$ cat src/sv/scld_pkg.sv
// Package for the serial command line decoder: result codes, decoder states, byte codes,
// the keyword table and its lookup helper.
// No dependencies.
`default_nettype none

package scld_pkg;

    localparam int LINE_CAPACITY_DEF = 64;
    localparam int KW_MAX_LEN        = 16;
    localparam int NUM_KW            = 23;

    typedef enum logic [3:0] {
        OC_PING       = 4'd0,
        OC_STATUS     = 4'd1,
        OC_BATTERY    = 4'd2,
        OC_TEMP       = 4'd3,
        OC_STATE      = 4'd4,
        OC_SYNC_START = 4'd5,
        OC_SYNC_STAT  = 4'd6,
        OC_SYNC_STOP  = 4'd7,
        OC_STOP       = 4'd8,
        OC_AUTO       = 4'd9,
        OC_HELP       = 4'd10,
        OC_UNKNOWN    = 4'd11,
        OC_TOO_LONG   = 4'd12
    } outcome_t;

    typedef enum logic [1:0] {
        ST_IDLE,
        ST_WALK,
        ST_FINISH
    } dec_state_t;

    typedef logic [NUM_KW-1:0] kw_mask_t;

    localparam logic [7:0] CH_BS    = 8'h08;
    localparam logic [7:0] CH_LF    = 8'h0A;
    localparam logic [7:0] CH_CR    = 8'h0D;
    localparam logic [7:0] CH_SPACE = 8'h20;
    localparam logic [7:0] CH_TILDE = 8'h7E;
    localparam logic [7:0] CH_DEL   = 8'h7F;

    // Text is right-aligned: the last character sits in the low byte.
    localparam logic [8*KW_MAX_LEN-1:0] KW_TEXT [NUM_KW] = '{
        "PING", "STATUS", "GET STATUS",
        "BATTERY", "GET BATTERY",
        "TEMP", "TEMPERATURE", "GET TEMP",
        "STATE", "GET STATE",
        "TSYNC START", "TEMP SYNC START",
        "TSYNC STATUS", "TEMP SYNC STATUS",
        "TSYNC STOP", "TEMP SYNC STOP",
        "STOP", "OFF", "CHARGE OFF",
        "AUTO", "CHARGE AUTO",
        "HELP", "?"
    };

    localparam logic [4:0] KW_LEN [NUM_KW] = '{
        5'd4, 5'd6, 5'd10,
        5'd7, 5'd11,
        5'd4, 5'd11, 5'd8,
        5'd5, 5'd9,
        5'd11, 5'd15,
        5'd12, 5'd16,
        5'd10, 5'd14,
        5'd4, 5'd3, 5'd10,
        5'd4, 5'd11,
        5'd4, 5'd1
    };

    localparam outcome_t KW_CODE [NUM_KW] = '{
        OC_PING, OC_STATUS, OC_STATUS,
        OC_BATTERY, OC_BATTERY,
        OC_TEMP, OC_TEMP, OC_TEMP,
        OC_STATE, OC_STATE,
        OC_SYNC_START, OC_SYNC_START,
        OC_SYNC_STAT, OC_SYNC_STAT,
        OC_SYNC_STOP, OC_SYNC_STOP,
        OC_STOP, OC_STOP, OC_STOP,
        OC_AUTO, OC_AUTO,
        OC_HELP, OC_HELP
    };

    // Character of keyword k at position pos; only meaningful for pos < length.
    function automatic logic [6:0] kw_char(input int unsigned k, input logic [4:0] pos);
        logic [8*KW_MAX_LEN-1:0] txt;
        logic [4:0]              sh;
        txt = KW_TEXT[k];
        sh  = KW_LEN[k] - pos - 5'd1;
        return txt[{sh[3:0], 3'b000} +: 7];
    endfunction

endpackage

`default_nettype wire

$ cat src/sv/scld_if.sv
// Valid/ready channel interfaces for the serial command line decoder.
// Uses no package; payload widths are fixed by the byte and result fields.
`default_nettype none

interface scld_rx_if;
    logic       valid;
    logic       ready;
    logic [7:0] rx_byte;

    modport source (output valid, output rx_byte, input ready);
    modport sink   (input valid, input rx_byte, output ready);
endinterface

interface scld_res_if;
    logic       valid;
    logic       ready;
    logic [3:0] outcome;

    modport source (output valid, output outcome, input ready);
    modport sink   (input valid, input outcome, output ready);
endinterface

`default_nettype wire

$ cat src/sv/serial_command_line_decoder_unit.sv
// Serial command line decoder: assembles received bytes into a line store
// and decodes a line into a command code on newline.
// Depends on scld_pkg and the channel interfaces in scld_if.sv.
//
// Usage:
//   rx  : one received byte per item. Carriage return, control bytes and
//         bytes above '~' are dropped; backspace/DEL removes a character.
//   res : zero or one outcome per byte. A newline yields a command code or
//         unknown (nothing for a blank line); the byte that overflows the
//         store yields too-long, and the rest of that line is skipped.
// Timing: ordinary bytes are accepted in the idle state. A newline walks the line
//   store through its single read port, one stored character per cycle, and
//   rx.ready is low meanwhile. The result is then loaded into an output register.
// Stalls: while a result waits in the output register and res.ready is low,
//   rx.ready is held low; no item is lost.
// Reset: empties the line, clears the skip flag and the output valid flag.
//   The line store itself is not cleared; only written entries are read.
`default_nettype none

module serial_command_line_decoder_unit #(
    parameter int LINE_CAPACITY = scld_pkg::LINE_CAPACITY_DEF
) (
    input  wire          clk,
    input  wire          rst_n,
    scld_rx_if.sink      rx,
    scld_res_if.source   res
);
    import scld_pkg::*;

    localparam int DEPTH  = LINE_CAPACITY - 1;
    localparam int CNT_W  = $clog2(LINE_CAPACITY);
    localparam int ADDR_W = $clog2(DEPTH);
    localparam logic [CNT_W-1:0] DEPTH_C = CNT_W'(DEPTH);

    // Line store
    logic [6:0] line_mem [DEPTH];
    logic [6:0] rdata_reg;

    dec_state_t       state_reg, state_next;
    logic [CNT_W-1:0] fill_reg, fill_next;
    logic             discard_reg, discard_next;
    logic [CNT_W-1:0] rd_idx_reg, rd_idx_next;
    logic             rvalid_reg;
    kw_mask_t         alive_reg, alive_next;
    logic [4:0]       nlen_reg, nlen_next;
    logic             pend_reg, pend_next;
    logic             out_valid_reg, out_valid_next;
    outcome_t         out_code_reg, out_code_next;

    logic             slot_free;
    logic             rx_take;
    logic             issue;
    logic             wr_en;
    logic [6:0]       ch_up;
    kw_mask_t         alive_a;
    kw_mask_t         alive_b;
    logic [4:0]       nlen_a;
    logic [4:0]       nlen_b;
    logic             kw_hit;
    outcome_t         kw_code;

    function automatic kw_mask_t match_step(input kw_mask_t alive, input logic [4:0] pos,
                                            input logic [6:0] ch);
        kw_mask_t m;
        for (int k = 0; k < NUM_KW; k++)
        begin
            m[k] = alive[k] && (pos < KW_LEN[k]) && (kw_char(k, pos) == ch);
        end
        return m;
    endfunction

    function automatic logic [4:0] sat_inc(input logic [4:0] v);
        return (v == 5'h1F) ? v : v + 5'd1;
    endfunction

    assign slot_free   = !out_valid_reg || res.ready;
    assign res.valid   = out_valid_reg;
    assign res.outcome = out_code_reg;
    assign rx_take     = rx.valid && rx.ready;

    // Next state
    always_comb
    begin
        state_next = state_reg;
        case (state_reg)
            ST_IDLE:
            begin
                if (rx_take && rx.rx_byte == CH_LF && !discard_reg)
                begin
                    state_next = ST_WALK;
                end
            end
            ST_WALK:
            begin
                if (!issue && !rvalid_reg)
                begin
                    state_next = ST_FINISH;
                end
            end
            ST_FINISH:
            begin
                if (nlen_reg == 5'd0 || slot_free)
                begin
                    state_next = ST_IDLE;
                end
            end
            default:
            begin
                state_next = ST_IDLE;
            end
        endcase
    end

    // State outputs
    always_comb
    begin
        rx.ready = 1'b0;
        issue    = 1'b0;
        case (state_reg)
            ST_IDLE:
            begin
                rx.ready = slot_free;
            end
            ST_WALK:
            begin
                issue = (rd_idx_reg < fill_reg);
            end
            ST_FINISH:
            begin
                rx.ready = 1'b0;
            end
            default:
            begin
                rx.ready = 1'b0;
            end
        endcase
    end

    // Normalise and match one stored character
    always_comb
    begin
        ch_up = rdata_reg;
        if (rdata_reg inside {[7'h61:7'h7A]})
        begin
            ch_up = rdata_reg - 7'h20;
        end
        if (pend_reg)
        begin
            alive_a = match_step(alive_reg, nlen_reg, CH_SPACE[6:0]);
            nlen_a  = sat_inc(nlen_reg);
        end
        else
        begin
            alive_a = alive_reg;
            nlen_a  = nlen_reg;
        end
        alive_b = match_step(alive_a, nlen_a, ch_up);
        nlen_b  = sat_inc(nlen_a);
    end

    always_comb
    begin
        kw_hit  = 1'b0;
        kw_code = OC_UNKNOWN;
        for (int k = 0; k < NUM_KW; k++)
        begin
            if (alive_reg[k] && KW_LEN[k] == nlen_reg)
            begin
                kw_hit  = 1'b1;
                kw_code = KW_CODE[k];
            end
        end
    end

    // Datapath next values
    always_comb
    begin
        fill_next      = fill_reg;
        discard_next   = discard_reg;
        rd_idx_next    = rd_idx_reg;
        alive_next     = alive_reg;
        nlen_next      = nlen_reg;
        pend_next      = pend_reg;
        out_valid_next = out_valid_reg && !res.ready;
        out_code_next  = out_code_reg;
        wr_en          = 1'b0;

        if (state_reg == ST_IDLE && rx_take)
        begin
            if (rx.rx_byte == CH_CR)
            begin
                fill_next = fill_reg;
            end
            else if (rx.rx_byte == CH_LF)
            begin
                if (discard_reg)
                begin
                    discard_next = 1'b0;
                    fill_next    = '0;
                end
                else
                begin
                    rd_idx_next = '0;
                    alive_next  = '1;
                    nlen_next   = 5'd0;
                    pend_next   = 1'b0;
                end
            end
            else if (discard_reg)
            begin
                discard_next = 1'b1;
            end
            else if (rx.rx_byte == CH_BS || rx.rx_byte == CH_DEL)
            begin
                if (fill_reg != '0)
                begin
                    fill_next = fill_reg - CNT_W'(1);
                end
            end
            else if (rx.rx_byte < CH_SPACE || rx.rx_byte > CH_TILDE)
            begin
                fill_next = fill_reg;
            end
            else if (fill_reg >= DEPTH_C)
            begin
                discard_next   = 1'b1;
                fill_next      = '0;
                out_valid_next = 1'b1;
                out_code_next  = OC_TOO_LONG;
            end
            else
            begin
                wr_en     = 1'b1;
                fill_next = fill_reg + CNT_W'(1);
            end
        end

        if (issue)
        begin
            rd_idx_next = rd_idx_reg + CNT_W'(1);
        end

        if (state_reg == ST_WALK && rvalid_reg)
        begin
            if (rdata_reg == CH_SPACE[6:0])
            begin
                pend_next = (nlen_reg != 5'd0);
            end
            else
            begin
                alive_next = alive_b;
                nlen_next  = nlen_b;
                pend_next  = 1'b0;
            end
        end

        if (state_reg == ST_FINISH)
        begin
            if (nlen_reg == 5'd0)
            begin
                fill_next = '0;
            end
            else if (slot_free)
            begin
                fill_next      = '0;
                out_valid_next = 1'b1;
                out_code_next  = kw_hit ? kw_code : OC_UNKNOWN;
            end
        end
    end

    // Control registers
    always_ff @(posedge clk or negedge rst_n)
    begin
        if (!rst_n)
        begin
            state_reg     <= ST_IDLE;
            fill_reg      <= '0;
            discard_reg   <= 1'b0;
            rvalid_reg    <= 1'b0;
            out_valid_reg <= 1'b0;
        end
        else
        begin
            state_reg     <= state_next;
            fill_reg      <= fill_next;
            discard_reg   <= discard_next;
            rvalid_reg    <= issue;
            out_valid_reg <= out_valid_next;
        end
    end

    // Payload and walk registers
    always_ff @(posedge clk)
    begin
        rd_idx_reg   <= rd_idx_next;
        alive_reg    <= alive_next;
        nlen_reg     <= nlen_next;
        pend_reg     <= pend_next;
        out_code_reg <= out_code_next;
    end

    // Line store: one write port, one registered read port
    always_ff @(posedge clk)
    begin
        if (wr_en)
        begin
            line_mem[fill_reg[ADDR_W-1:0]] <= rx.rx_byte[6:0];
        end
        if (issue)
        begin
            rdata_reg <= line_mem[rd_idx_reg[ADDR_W-1:0]];
        end
    end

    assert property (@(posedge clk) disable iff (!rst_n) fill_reg <= DEPTH_C)
        else $error("line fill count beyond store depth");

    assert property (@(posedge clk) disable iff (!rst_n) discard_reg |-> fill_reg == '0)
        else $error("characters held while skipping an overlong line");

    assert property (@(posedge clk) disable iff (!rst_n)
                     state_reg != ST_IDLE |-> !rx.ready)
        else $error("byte accepted during line walk");

    assert property (@(posedge clk) disable iff (!rst_n)
                     $rose(out_valid_reg) |->
                     $past(state_reg == ST_IDLE || state_reg == ST_FINISH))
        else $error("result loaded in the middle of a line walk");

endmodule

`default_nettype wire

$ cat src/flat_wrapper.sv
// flat-port wrapper written by rule: the top's interface ports become plain ports
module serial_command_line_decoder_unit_flat import scld_pkg::*;
#(
    parameter int LINE_CAPACITY = scld_pkg::LINE_CAPACITY_DEF
)
  (clk, rst_n, rx_valid, rx_rx_byte, rx_ready, res_valid, res_outcome, res_ready);
  scld_rx_if rx_i ();
  scld_res_if res_i ();
  input  wire clk;
  input  wire rst_n;
  input wire logic [$bits(rx_i.valid)-1:0] rx_valid;
  input wire logic [$bits(rx_i.rx_byte)-1:0] rx_rx_byte;
  output wire logic [$bits(rx_i.ready)-1:0] rx_ready;
  output wire logic [$bits(res_i.valid)-1:0] res_valid;
  output wire logic [$bits(res_i.outcome)-1:0] res_outcome;
  input wire logic [$bits(res_i.ready)-1:0] res_ready;
  assign rx_i.valid = rx_valid;
  assign rx_i.rx_byte = rx_rx_byte;
  assign rx_ready = rx_i.ready;
  assign res_valid = res_i.valid;
  assign res_outcome = res_i.outcome;
  assign res_i.ready = res_ready;
  serial_command_line_decoder_unit #(.LINE_CAPACITY(LINE_CAPACITY)) u_core (.clk(clk), .rst_n(rst_n), .rx(rx_i), .res(res_i));
endmodule
$ cat config.mk
export PLATFORM = sky130hd
export DESIGN_NAME = serial_command_line_decoder_unit_flat
export DESIGN_NICKNAME = d
export VERILOG_FILES = /design/src/sv/scld_pkg.sv /design/src/sv/scld_if.sv /design/src/sv/serial_command_line_decoder_unit.sv /design/src/flat_wrapper.sv
export SDC_FILE = /design/constraint.sdc
export NUM_CORES = 1
export LEC_CHECK = 0
export BUFFER_PORTS_ARGS = -buffer_cell sky130_fd_sc_hd__clkbuf_2
export CORE_MARGIN = 2
export CORE_UTILIZATION = 45
export DETAILED_ROUTE_END_ITERATION = 16
export GPL_TIMING_DRIVEN = 0
export PLACE_DENSITY = 0.65
export SLEW_MARGIN = 15
export SYNTH_ARGS = -nofsm -noshare
export SYNTH_HDL_FRONTEND = slang
export SYNTH_SLANG_ARGS = --single-unit
$ cat constraint.sdc
create_clock -name clk -period 12.14 [get_ports clk]
set_clock_uncertainty 0.05 [all_clocks]
set_input_delay 3.642 -clock clk [delete_from_list [all_inputs] [get_ports clk]]
set_output_delay 3.642 -clock clk [all_outputs]
set_load 0.05 [all_outputs]
### Word-level counts from Yosys, hierarchy flattened

Memories as Yosys holds them, arrays and structs flattened. A register that Yosys moved wholly into a read port is not among the register bits.
Index checks and enable logic that the tools add are counted.

| operators by class | value |
|---|---|
| shift operators | 46 |
| equal/unequal tests | 76 |
| add/sub/neg operators | 62 |
| $lt $le $gt $ge | 34 |
| bitwise logic cells | 1 |
| reduce and logical (&&, ||, !) cells | 144 |
| mux-type cells | 127 |

Operators with widths:

| kind | count |
|---|---|
| 128-bit by 8-bit variable part select with 7-bit output, first input constant | 46 |
| 7-bit by 6-bit == test with 1-bit output, second input constant | 24 |
| 7-bit == test | 23 |
| 23-bit 2-to-1 mux | 7 |
| 4-bit 2-to-1 mux | 34 |
| 1-bit logical AND | 123 |
| 4-bit by 1-bit subtractor with 4-bit output, second input constant | 28 |
| 6-bit 2-to-1 mux | 17 |
| 5-bit by 4-bit less-than comparator with 1-bit output, second input constant | 14 |
| 4-bit subtractor, first input constant | 14 |
| 1-bit 2-to-1 mux | 55 |
| 5-bit 2-to-1 mux | 9 |
| 5-bit by 3-bit less-than comparator with 1-bit output, second input constant | 8 |
| 4-bit by 5-bit == test with 1-bit output, first input constant | 7 |
| 3-bit by 4-bit subtractor with 4-bit output, first input constant | 8 |
| 8-bit by 4-bit == test with 1-bit output, second input constant | 3 |
| 3-bit by 5-bit == test with 1-bit output, first input constant | 4 |
| 1-bit by 4-bit subtractor with 4-bit output, first input constant | 4 |
| 6-bit by 1-bit adder with 6-bit output, second input constant | 2 |
| 5-bit by 1-bit adder with 5-bit output, second input constant | 2 |
| 5-bit == test, second input constant | 2 |
| 5-bit by 1-bit less-than comparator with 1-bit output, second input constant | 2 |
| 5-bit by 2-bit less-than comparator with 1-bit output, second input constant | 2 |
| 5-bit less-than comparator, second input constant | 2 |
| 31 further kinds | 50 |

| word-level totals | value |
|---|---|
| register bits | 50 |
| output and inout port bits | 6 |
| logic and storage cells | 501 |
| memories kept | 1 |
| RAM bits | 441 |
| input port bits | 12 |

Memory list:

| memory | words | width | rd ports | clocked after Yosys merged registers in | write ports | RTL line | text |
|---|---|---|---|---|---|---|---|
| u_core.line_mem | 63 | 7 | 1 | 1 | 1 | serial_command_line_decoder_unit.sv:36 | `logic [6:0] line_mem [DEPTH];` |

### Depth between registers and ports, before layout

Gate-level depths: netlist of run 1.

| depth | value |
|---|---|
| depth after elaboration | 29 |
| depth in mapped cells | 18 |

### Worst setup path before layout of run 1

No wires, ideal clock.

| timing | value |
|---|---|
| path type | input-to-output |
| start | input port res_ready |
| end | output port rx_ready |
| stages on the path | 2 |
| data required time | 8.448 ns |
| slack | 3.651 ns |
| data arrival time | 4.797 ns |
| path through | nor2b_1 -> nor3_1 |

| between the ends | value |
|---|---|
| longest elaborated chain between the ends | 2 |

RTL lines:

| element | RTL line | text |
|---|---|---|
| start: declaration | flat_wrapper.sv:16 | `input wire logic [$bits(res_i.ready)-1:0] res_ready;` |
| 1-bit logical OR | serial_command_line_decoder_unit.sv:76 | `assign slot_free = !out_valid_reg \|\| res.ready;` |
| 1-bit 2-to-1 mux | serial_command_line_decoder_unit.sv:119 | `case (state_reg)` |
| end: declaration | flat_wrapper.sv:13 | `output wire logic [$bits(rx_i.ready)-1:0] rx_ready;` |

Every way passes these cells.

### Worst setup path in the final report of run 1

Ends and elaborated chain as after synthesis.

==> flow_summary.ini, run 1 <==
[synthesis]
yosys.area_share.simple_pct = 9.42
yosysWarnings = 0
synth_cells = 1819
synth-async-reset-ratio_pct = 2.21
synth_area_per_cell_um2 = 13.7
yosysTopAreaCell = edfxtp_1
ys_seq_area_share_pct = 58.5
netlist_area_um2 = 24900
synth_ff_type = edfxtp_1
synth_compound_area_share_pct = 8.33
synth_fa_ha_area_share_pct = 3.30
synth-edff-count = 455
synth-seq-cells = 498
synth.area.top_cells = edfxtp_1 55%, mux4_2 13%, ha_1 3.3%
synth_top_area_share_pct = 54.8
synth_xor_area_share_pct = 3.91
ys_types = 76
synth_mux_area_share_pct = 14.1
syn_nets = 1896
synth_top_family_by_area = multiplexers

[place]
gp_congestion = 0.977
pre_cts_ws_ns = 4.11
portBuffers = 17
dp_hpwl_um = 50300

[timing]
worst_slack_ns = 4.12
fmax_mhz = 125
rsz0062_at_grt = no
fin_tns_setup_ns = 0
max_slew_margin_pct = 19.8
setup_viol = 0
post-route-min-period_ns = 8.02
min_period_over_period_pct = 66.0
hold_viol_final = 0
drv_slew = 0
worst_pin_slew_ns = 1.20

[setup_path]
critPathMostFrequentCell = clkbuf_2
path_cells = clkbuf_2, nor2b_1, nor3_1, clkbuf_2
r2r_cells = 15
critical_path.startpoint_type = primary input
timing.critical_path.to = rx_ready
startpoint = res_ready
required_ns = 8.45
critPathKind = in2out
r2r-start = u_core.nlen_reg[0]
reg2reg_slack_ns = 5.46
arrival_ns = 4.33
worst-path-max-fanout = 4
end_kind = output port
critPathMaxStageDelay_ns = 0.32
r2r-end = u_core.alive_reg[4]
crit_slowest_cell = clkbuf_2

[final_layout]
nets = 1966
fin_util_pct = 50.3
drive_gt1_share_pct = 13.6
largest_reg_flops = 441
areaGrowthSynthToFinish_pct = 10.9
n_antenna_cell = 0
final_cell_mix = 455 x edfxtp_1, 149 x nor2_1, 140 x mux4_2, 107 x clkbuf_1, 107 x nand2_1
final_common_cell = edfxtp_1

[worst_hold_path]
hold_path_startpoint = u_core.res.outcome[0]
min_path_type = reg2reg
whs_path_depth = 2

[global_routing]
grt_max_degree = 70
grt_pass1_vias = 16600
grt_overflow = 0
antenna_found_initial = 1
grt_pass1_wl_um = 109000
track_usage_pct = 26.0

[detailed_routing]
drc_errors = 0
first_pass_iters = 6
antenna_left = 0
drt_wl_total_um = 73500
vias = 16900
avgViaCountPerCell = 6.44
drt_iter0_drc = 1940
wire_per_inst_um = 27.9

[clocking]
cts_made_buffers = 51
cts_resized = 0
clk_latency_ns = 0.63
cts_tree = yes
postCtsHoldBufs = 0
clockBufferDepth = 3
clk_pin_slew_worst_paths_ns = 0.06
cts.sinks = 498
cts_setup_buffers = 0
root_buffer = clkbuf_16
htree_levels = 2

[power]
power_leakage_nw = 9.06
peakVddDrop_mv = 0.137
power.density_nw_per_um2 = 171
finalPower_w = 0.00472

[flow_run]
drv_cap = 0

[floorplanning]
core_area_um2 = 54900
die-height_um = 239
rows = 86
dieWidth_um = 239
io_pins = 18
initial_core_util_pct = 45.4
die_area_um2 = 57300

[outcome]
outcome = completed
==> worst max-delay path: cells and delay by family <==
family                 cells  cell delay (ns)
buffers and inverters      2             0.41
AND/OR/NAND/NOR            2             0.27
==> how the worst min path moves through the flow <==
stage                                        to
after CTS                 u_core.res.outcome[0]
final                     u_core.res.outcome[0]
after global placement    u_core.res.outcome[0]
after detailed placement  u_core.res.outcome[0]
after floorplan             u_core.state_reg[1]
after global routing        u_core.state_reg[1]
==> per-layer routing <==
layer | vias to the layer above | global-route usage (%) | routed length (um) | share of wire (%)
li1 | 7236 | - | - | -
met3 | 193 | 4.13 | 5630 | 7.7
met1 | 8628 | 33.6 | 28500 | 39
met5 | - | 0 | 12 | 0.016
met2 | 889 | 42.7 | 35300 | 48
met4 | 2 | 13.3 | 4070 | 5.5
==> layout make-up <==
| type | count | area (um^2) |
|---|---|---|
| flip-flops and latches | 498 | 14600 |
| fillers | 4627 | 27200 |
| clock buffers | 61 | 1330 |
| well taps | 704 | 881 |
| repair buffers | 17 | 103 |
| multi-input cells | 1163 | 9740 |
| inverters | 40 | 150 |
| plain buffers | 118 | 463 |
| clock inverters | 31 | 382 |
==> power by group <==
group	internal, W	switching [W]
Clock	0.000920	0.000693
Sequential	0.00190	0.0000124
Combinational	0.000385	0.000813
==> metrics by stage <==
stage | hold WS (ns) | area (um^2) | std cells
after global routing | 0.445 | 27600 | 2632
final | 0.418 | 27600 | 2632
after global placement | 0.409 | 25900 | 2540
after detailed placement | 0.409 | 25900 | 2540
after floorplan | 0.400 | 24900 | 1819
after CTS | 0.424 | 27600 | 2632
==> cell usage after synthesis (19+ instances only) <==
| cell type | number |
|---|---|
| ha_1 | 65 |
| mux2i_1 | 26 |
| mux4_2 | 140 |
| nor3_1 | 35 |
| nand3_1 | 57 |
| edfxtp_1 | 455 |
| o21ai_0 | 105 |
| inv_1 | 33 |
| dfxtp_1 | 32 |
| nor2_1 | 149 |
| a21oi_1 | 81 |
| nor2b_1 | 19 |
| nand2_1 | 107 |
| a31oi_1 | 22 |
| clkbuf_1 | 99 |
| nand2b_1 | 19 |
| xor2_1 | 23 |
| nand4_1 | 23 |
| xnor2_1 | 83 |
==> kinds of logic (layout without fill, tap and decap cells) <==
group | after synthesis | in the layout
fa+ha+maj | 66 | 66
flops | 498 | 498
simple gates | 486 | 486
buf+inv | 158 | 267
compound gates | 330 | 330
xor+xnor | 108 | 108
mux | 173 | 173
No activity file was read; power rests on OpenSTA's default activity.
==> inputs of run 2 (changes only) <==
Settings changed: PLACE_DENSITY 0.65 to 0.67.
Clock period 12.14 ns to 6.7 ns, I/O delays scaled along.
==> run 2 against run 1 <==
Power up 79%. Global-route usage down 0.68 points. Via count down 0.27%. Clock-buffer cell count down 3. Cell area down 0.11%. Non-clock buffer count unchanged. Combinational power up 80%. Final cell count about the same. Wire length down 1.8%. Worst hold slack better by 0.0090 ns. Die area unchanged.
==> flow_summary.ini, run 2 (synthesis gave the netlist of run 1 again) <==
[power]
internal_power_w = 0.00575
p_clk_share_pct = 33.5
power_leakage_nw = 9.04
finalPower_w = 0.00844
seqPwrFrac_pct = 41.0
power.density_nw_per_um2 = 306
p_switching_w = 0.00268
sw_frac_of_total_pct = 31.8
pwr-share-comb_pct = 25.6
peakVddDrop_mv = 0.252

[final_layout]
largest_reg_flops = 441
fin_area_um2 = 27600
n_antenna_cell = 0
drive_gt1_share_pct = 13.5
nets = 1965
fin_util_pct = 50.3
fillCellCount = 4602
final_cell_mix = 455 x edfxtp_1, 149 x nor2_1, 140 x mux4_2, 107 x nand2_1
final_common_cell = edfxtp_1
areaGrowthSynthToFinish_pct = 10.8

[clocking]
cts_made_buffers = 50
htree_levels = 2
postCtsHoldBufs = 0
cts_tree = yes
clockBufferDepth = 3
clk_latency_ns = 0.61
cts.sinks = 498
root_buffer = clkbuf_16
clk_pin_slew_worst_paths_ns = 0.06

[floorplanning]
rows = 86
initial_core_util_pct = 45.4
die-height_um = 239
io_pins = 18
core_area_um2 = 54900
die_area_um2 = 57300
dieWidth_um = 239

[flow_run]
drv_cap = 0

[setup_path]
critical_path.startpoint_type = register
arrival_ns = 6.84
critPathMostFrequentCell = inv_1
required_ns = 7.11
worst-path-max-fanout = 20
path_cells = clkbuf_1, inv_1, ha_1, and3_1, nor2_1, inv_1, clkdlybuf4s18_2, ha_1, inv_1, a2111oi_0, a211oi_1, nor2_1, clkbuf_1, clkbuf_2, a21oi_1, xnor2_1, o41ai_1
critPathMaxStageDelay_ns = 0.63
crit_slowest_cell = clkdlybuf4s18_2
critPathKind = reg2reg
end_kind = register

[global_routing]
grt_max_degree = 70
antenna_found_initial = 0
grt_pass1_vias = 16500
grt_pass1_wl_um = 107000
grt_overflow = 0
track_usage_pct = 25.3

[detailed_routing]
topRoutingLayerUsed = met4
first_pass_iters = 11
drt_iter0_drc = 2128
drc_errors = 0
avgViaCountPerCell = 6.42
wl_met2_um = 34500
wl_met1_um = 28100
antenna_left = 0
wl_met3_um = 5970
vias = 16900
drt_wl_total_um = 72200
wire_per_inst_um = 27.4

[timing]
setup_viol = 0
worst_pin_slew_ns = 1.15
fmax_mhz = 156
min_period_over_period_pct = 96.0
max_slew_margin_pct = 23.4
worst_slack_ns = 0.270
drv_slew = 0
whs_ns = 0.427
rsz0062_at_grt = no
post-route-min-period_ns = 6.43
hold_viol_final = 0

[outcome]
outcome = completed

[place]
pre_cts_ws_ns = -0.0796
dpl_cell_area_um2 = 25900
gp_congestion = 0.979
portBuffers = 17
dp_hpwl_um = 49200

[worst_hold_path]
min_path_type = reg2reg
-- run 2: path summary, 6_finish.rpt --
kind,cells after the start,slack (ns),endpoint,from
worst max-delay path,17,0.27,u_core.alive_reg[10],u_core.nlen_reg[2]
worst min-delay path,1,0.43,u_core.state_reg[1],u_core.rvalid_reg
worst max register to register,17,0.27,u_core.alive_reg[10],u_core.nlen_reg[2]
worst min register to register,1,0.43,u_core.state_reg[1],u_core.rvalid_reg
max in group asynchronous,1,5.15,u_core.fill_reg[5],rst_n
min in group asynchronous,1,1.23,u_core.res.valid,rst_n
-- run 2: layout make-up --
type | instances | area (um^2) | area share [%]
sequential | 498 | 14600 | 52.8
multi-input combinational | 1163 | 9740 | 35.3
clock buffer | 58 | 1280 | 4.64
tap | 704 | 881 | 3.19
buffer | 117 | 463 | 1.68
clock inverter | 35 | 377 | 1.36
inverter | 40 | 154 | 0.558
timing repair buffer | 18 | 120 | 0.435
-- run 2: timing repair --
action / CTS / global route
setup endpoints to repair: 1 / 5
setup buffers: 0 / 0
resized for setup: 2 / 4
-- run 2: metrics by stage --
step / instances / TNS, ns
after floorplan: 1819 / 0
after global placement: 2540 / -0.0560
after detailed placement: 2541 / -0.0796
after CTS: 2634 / 0
after global routing: 2633 / 0
final: 2633 / 0
-- run 2: power groups by stage --
stage / sequential [W] / combinational (W) / clock [W]
after floorplan: 0.00352 / 0.00147 / 0
after global placement: 0.00352 / 0.00207 / 0
after detailed placement: 0.00353 / 0.00208 / 0
after CTS: 0.00346 / 0.00209 / 0.00286
after global routing: 0.00346 / 0.00231 / 0.00297
final: 0.00346 / 0.00216 / 0.00282
-- run 2: layer usage --
layer  vias to the layer above  track usage [%]
li1                       7242                -
met1                      8483             33.3
met2                       975             41.0
met3                       202             4.26
met4                         0             12.4
met5                         -                0
-- run 2: worst max-delay path, delay by kind of cell (launching register included) --
family                   cells  cell delay, ns
AO/OA/AOI/OAI                4            1.49
adder cells (fa/ha/maj)      2            0.73
XOR/XNOR                     1            0.15
flip-flops                   1            0.50
buffers and inverters        7            2.62
AND/OR/NAND/NOR              3            0.73
==> inputs of run 3 (changes only) <==
Settings changed: PLACE_DENSITY 0.67 to 0.63.
==> run 3 against run 2 <==
Critical path depth shrank 2. First-iteration DRC count shrank 25%. Wire length grew 1.0%. Combinational power is essentially flat. Non-clock buffer count grew 1. Register-to-register slack gained 0.09 ns. Clock-buffer cell count is the same. Sequential power is essentially flat. Via count shrank 1.9%. Final cell count is essentially flat. Clock power is essentially flat. Die area is the same. Critical endpoint is now u_core.alive_reg[6]. Largest cell class unchanged. Largest power group unchanged. Highest routed layer unchanged.
==> flow_summary.ini, run 3 (synthesis gave the netlist of run 1 again) <==
[global_routing]
grt_overflow = 0
grt_max_degree = 70
grt_pass1_vias = 16600
grt_pass1_wl_um = 109000
track_usage_pct = 25.9
antenna_found_initial = 0

[setup_path]
r2r-end = u_core.alive_reg[6]
reg2reg_slack_ns = 0.36
critPathKind = reg2reg
arrival_ns = 6.81
r2r-start = u_core.nlen_reg[0]
worst-path-max-fanout = 15
required_ns = 7.17
end_kind = register
r2r_cells = 15
startpoint = u_core.nlen_reg[0]
critical_path.startpoint_type = register

[detailed_routing]
first_pass_iters = 6
avgViaCountPerCell = 6.30
drc_errors = 0
vias = 16600
antenna_left = 0
drt_wl_total_um = 72900
drt_iter0_drc = 1602
wire_per_inst_um = 27.7

[clocking]
cts_setup_buffers = 0
cts.sinks = 498
clk_latency_ns = 0.62
htree_levels = 2
clockBufferDepth = 3
cts_tree = yes
root_buffer = clkbuf_16
postCtsHoldBufs = 0
clk_pin_slew_worst_paths_ns = 0.07
cts_made_buffers = 52
cts_resized = 0

[final_layout]
fin_util_pct = 50.3
fillCellCount = 4660
fin_area_um2 = 27600
largest_reg_flops = 441
final_cell_mix = 455 x edfxtp_1, 149 x nor2_1, 140 x mux4_2, 107 x nand2_1
final_common_cell = edfxtp_1
nets = 1968
n_antenna_cell = 0
areaGrowthSynthToFinish_pct = 10.8
drive_gt1_share_pct = 13.6

[timing]
rsz0062_at_grt = no
setup_viol = 0
min_period_over_period_pct = 94.6
fmax_mhz = 158
post-route-min-period_ns = 6.34
drv_slew = 0
hold_viol_final = 0
max_slew_margin_pct = 21.5
worst_pin_slew_ns = 1.17
fin_tns_setup_ns = 0

[place]
gp_congestion = 0.973
dpl_cell_area_um2 = 25900
portBuffers = 17
dp_hpwl_um = 50200

[floorplanning]
core_area_um2 = 54900
dieWidth_um = 239
initial_core_util_pct = 45.4
io_pins = 18
die_area_um2 = 57300
rows = 86
die-height_um = 239

[worst_hold_path]
whs_path_depth = 2
min_path_type = reg2reg
hold_path_startpoint = u_core.res.outcome[0]
min_to = u_core.res.outcome[0]

[power]
peakVddDrop_mv = 0.299
pwr-share-comb_pct = 25.5
p_switching_w = 0.00271
p_clk_share_pct = 33.5
power_leakage_nw = 9.04
sw_frac_of_total_pct = 32.2
internal_power_w = 0.00572
finalPower_w = 0.00843
seqPwrFrac_pct = 41.0
power.density_nw_per_um2 = 306

[flow_run]
drv_cap = 0

[outcome]
outcome = completed
[run 3: layout make-up]
class	count	area, um^2	area share, %
Buffer	118	460	1.67
Clock buffer	58	1320	4.80
Clock inverter	35	337	1.22
Inverter	40	150	0.544
Multi-Input combinational cell	1163	9750	35.3
Sequential cell	498	14600	52.8
Tap cell	704	881	3.19
Timing Repair Buffer	18	110	0.399
[run 3: per-layer routing]
layer	GRT usage [%]	share of wire, %	vias up	wire length, um
met5	0	0	-	0
met2	42.3	48	804	34900
met4	12.5	5.3	0	3890
li1	-	-	7239	-
met1	33.9	39	8326	28400
met3	4.39	7.9	213	5750
[run 3: power by group through the flow]
stage	clock [W]	sequential, W	combinational (W)
after global routing	0.00299	0.00346	0.00232
after CTS	0.00286	0.00346	0.00208
after detailed placement	0	0.00352	0.00208
after floorplan	0	0.00352	0.00147
final	0.00282	0.00346	0.00215
after global placement	0	0.00352	0.00207
[run 3: worst max-delay path, cell delays in order, from the launching register on]
cell	delay [ns]
dfxtp_1	0.52
clkinv_1	0.42
ha_1	0.42
clkbuf_1	0.37
mux2_2	0.54
clkinv_1	0.72
ha_1	0.45
clkbuf_1	0.28
o211a_1	0.42
nor2_1	0.35
clkbuf_1	0.46
clkbuf_1	0.46
o22ai_1	0.15
xnor2_1	0.22
nand3_1	0.16
o31ai_1	0.24
[run 3: worst max path at each step]
stage | end | slack (ns) | cells past startpoint
global route | u_core.alive_reg[6] | 0.03 | 15
global placement | u_core.alive_reg[6] | 0.08 | 18
floorplan | rx_ready | 1.48 | 2
finish | u_core.alive_reg[6] | 0.36 | 15
CTS | u_core.alive_reg[4] | 0.35 | 15
detailed placement | u_core.alive_reg[4] | 0.35 | 15
[run 3: metrics by stage]
| step | hold slack, ns | worst slack [ns] | instances |
|---|---|---|---|
| final | 0.420 | 0.363 | 2634 |
| after global routing | 0.458 | 0.0320 | 2634 |
| after CTS | 0.425 | 0.348 | 2634 |
| after detailed placement | 0.412 | 0.352 | 2541 |
| after global placement | 0.408 | 0.0767 | 2540 |
| after floorplan | 0.400 | 1.48 | 1819 |
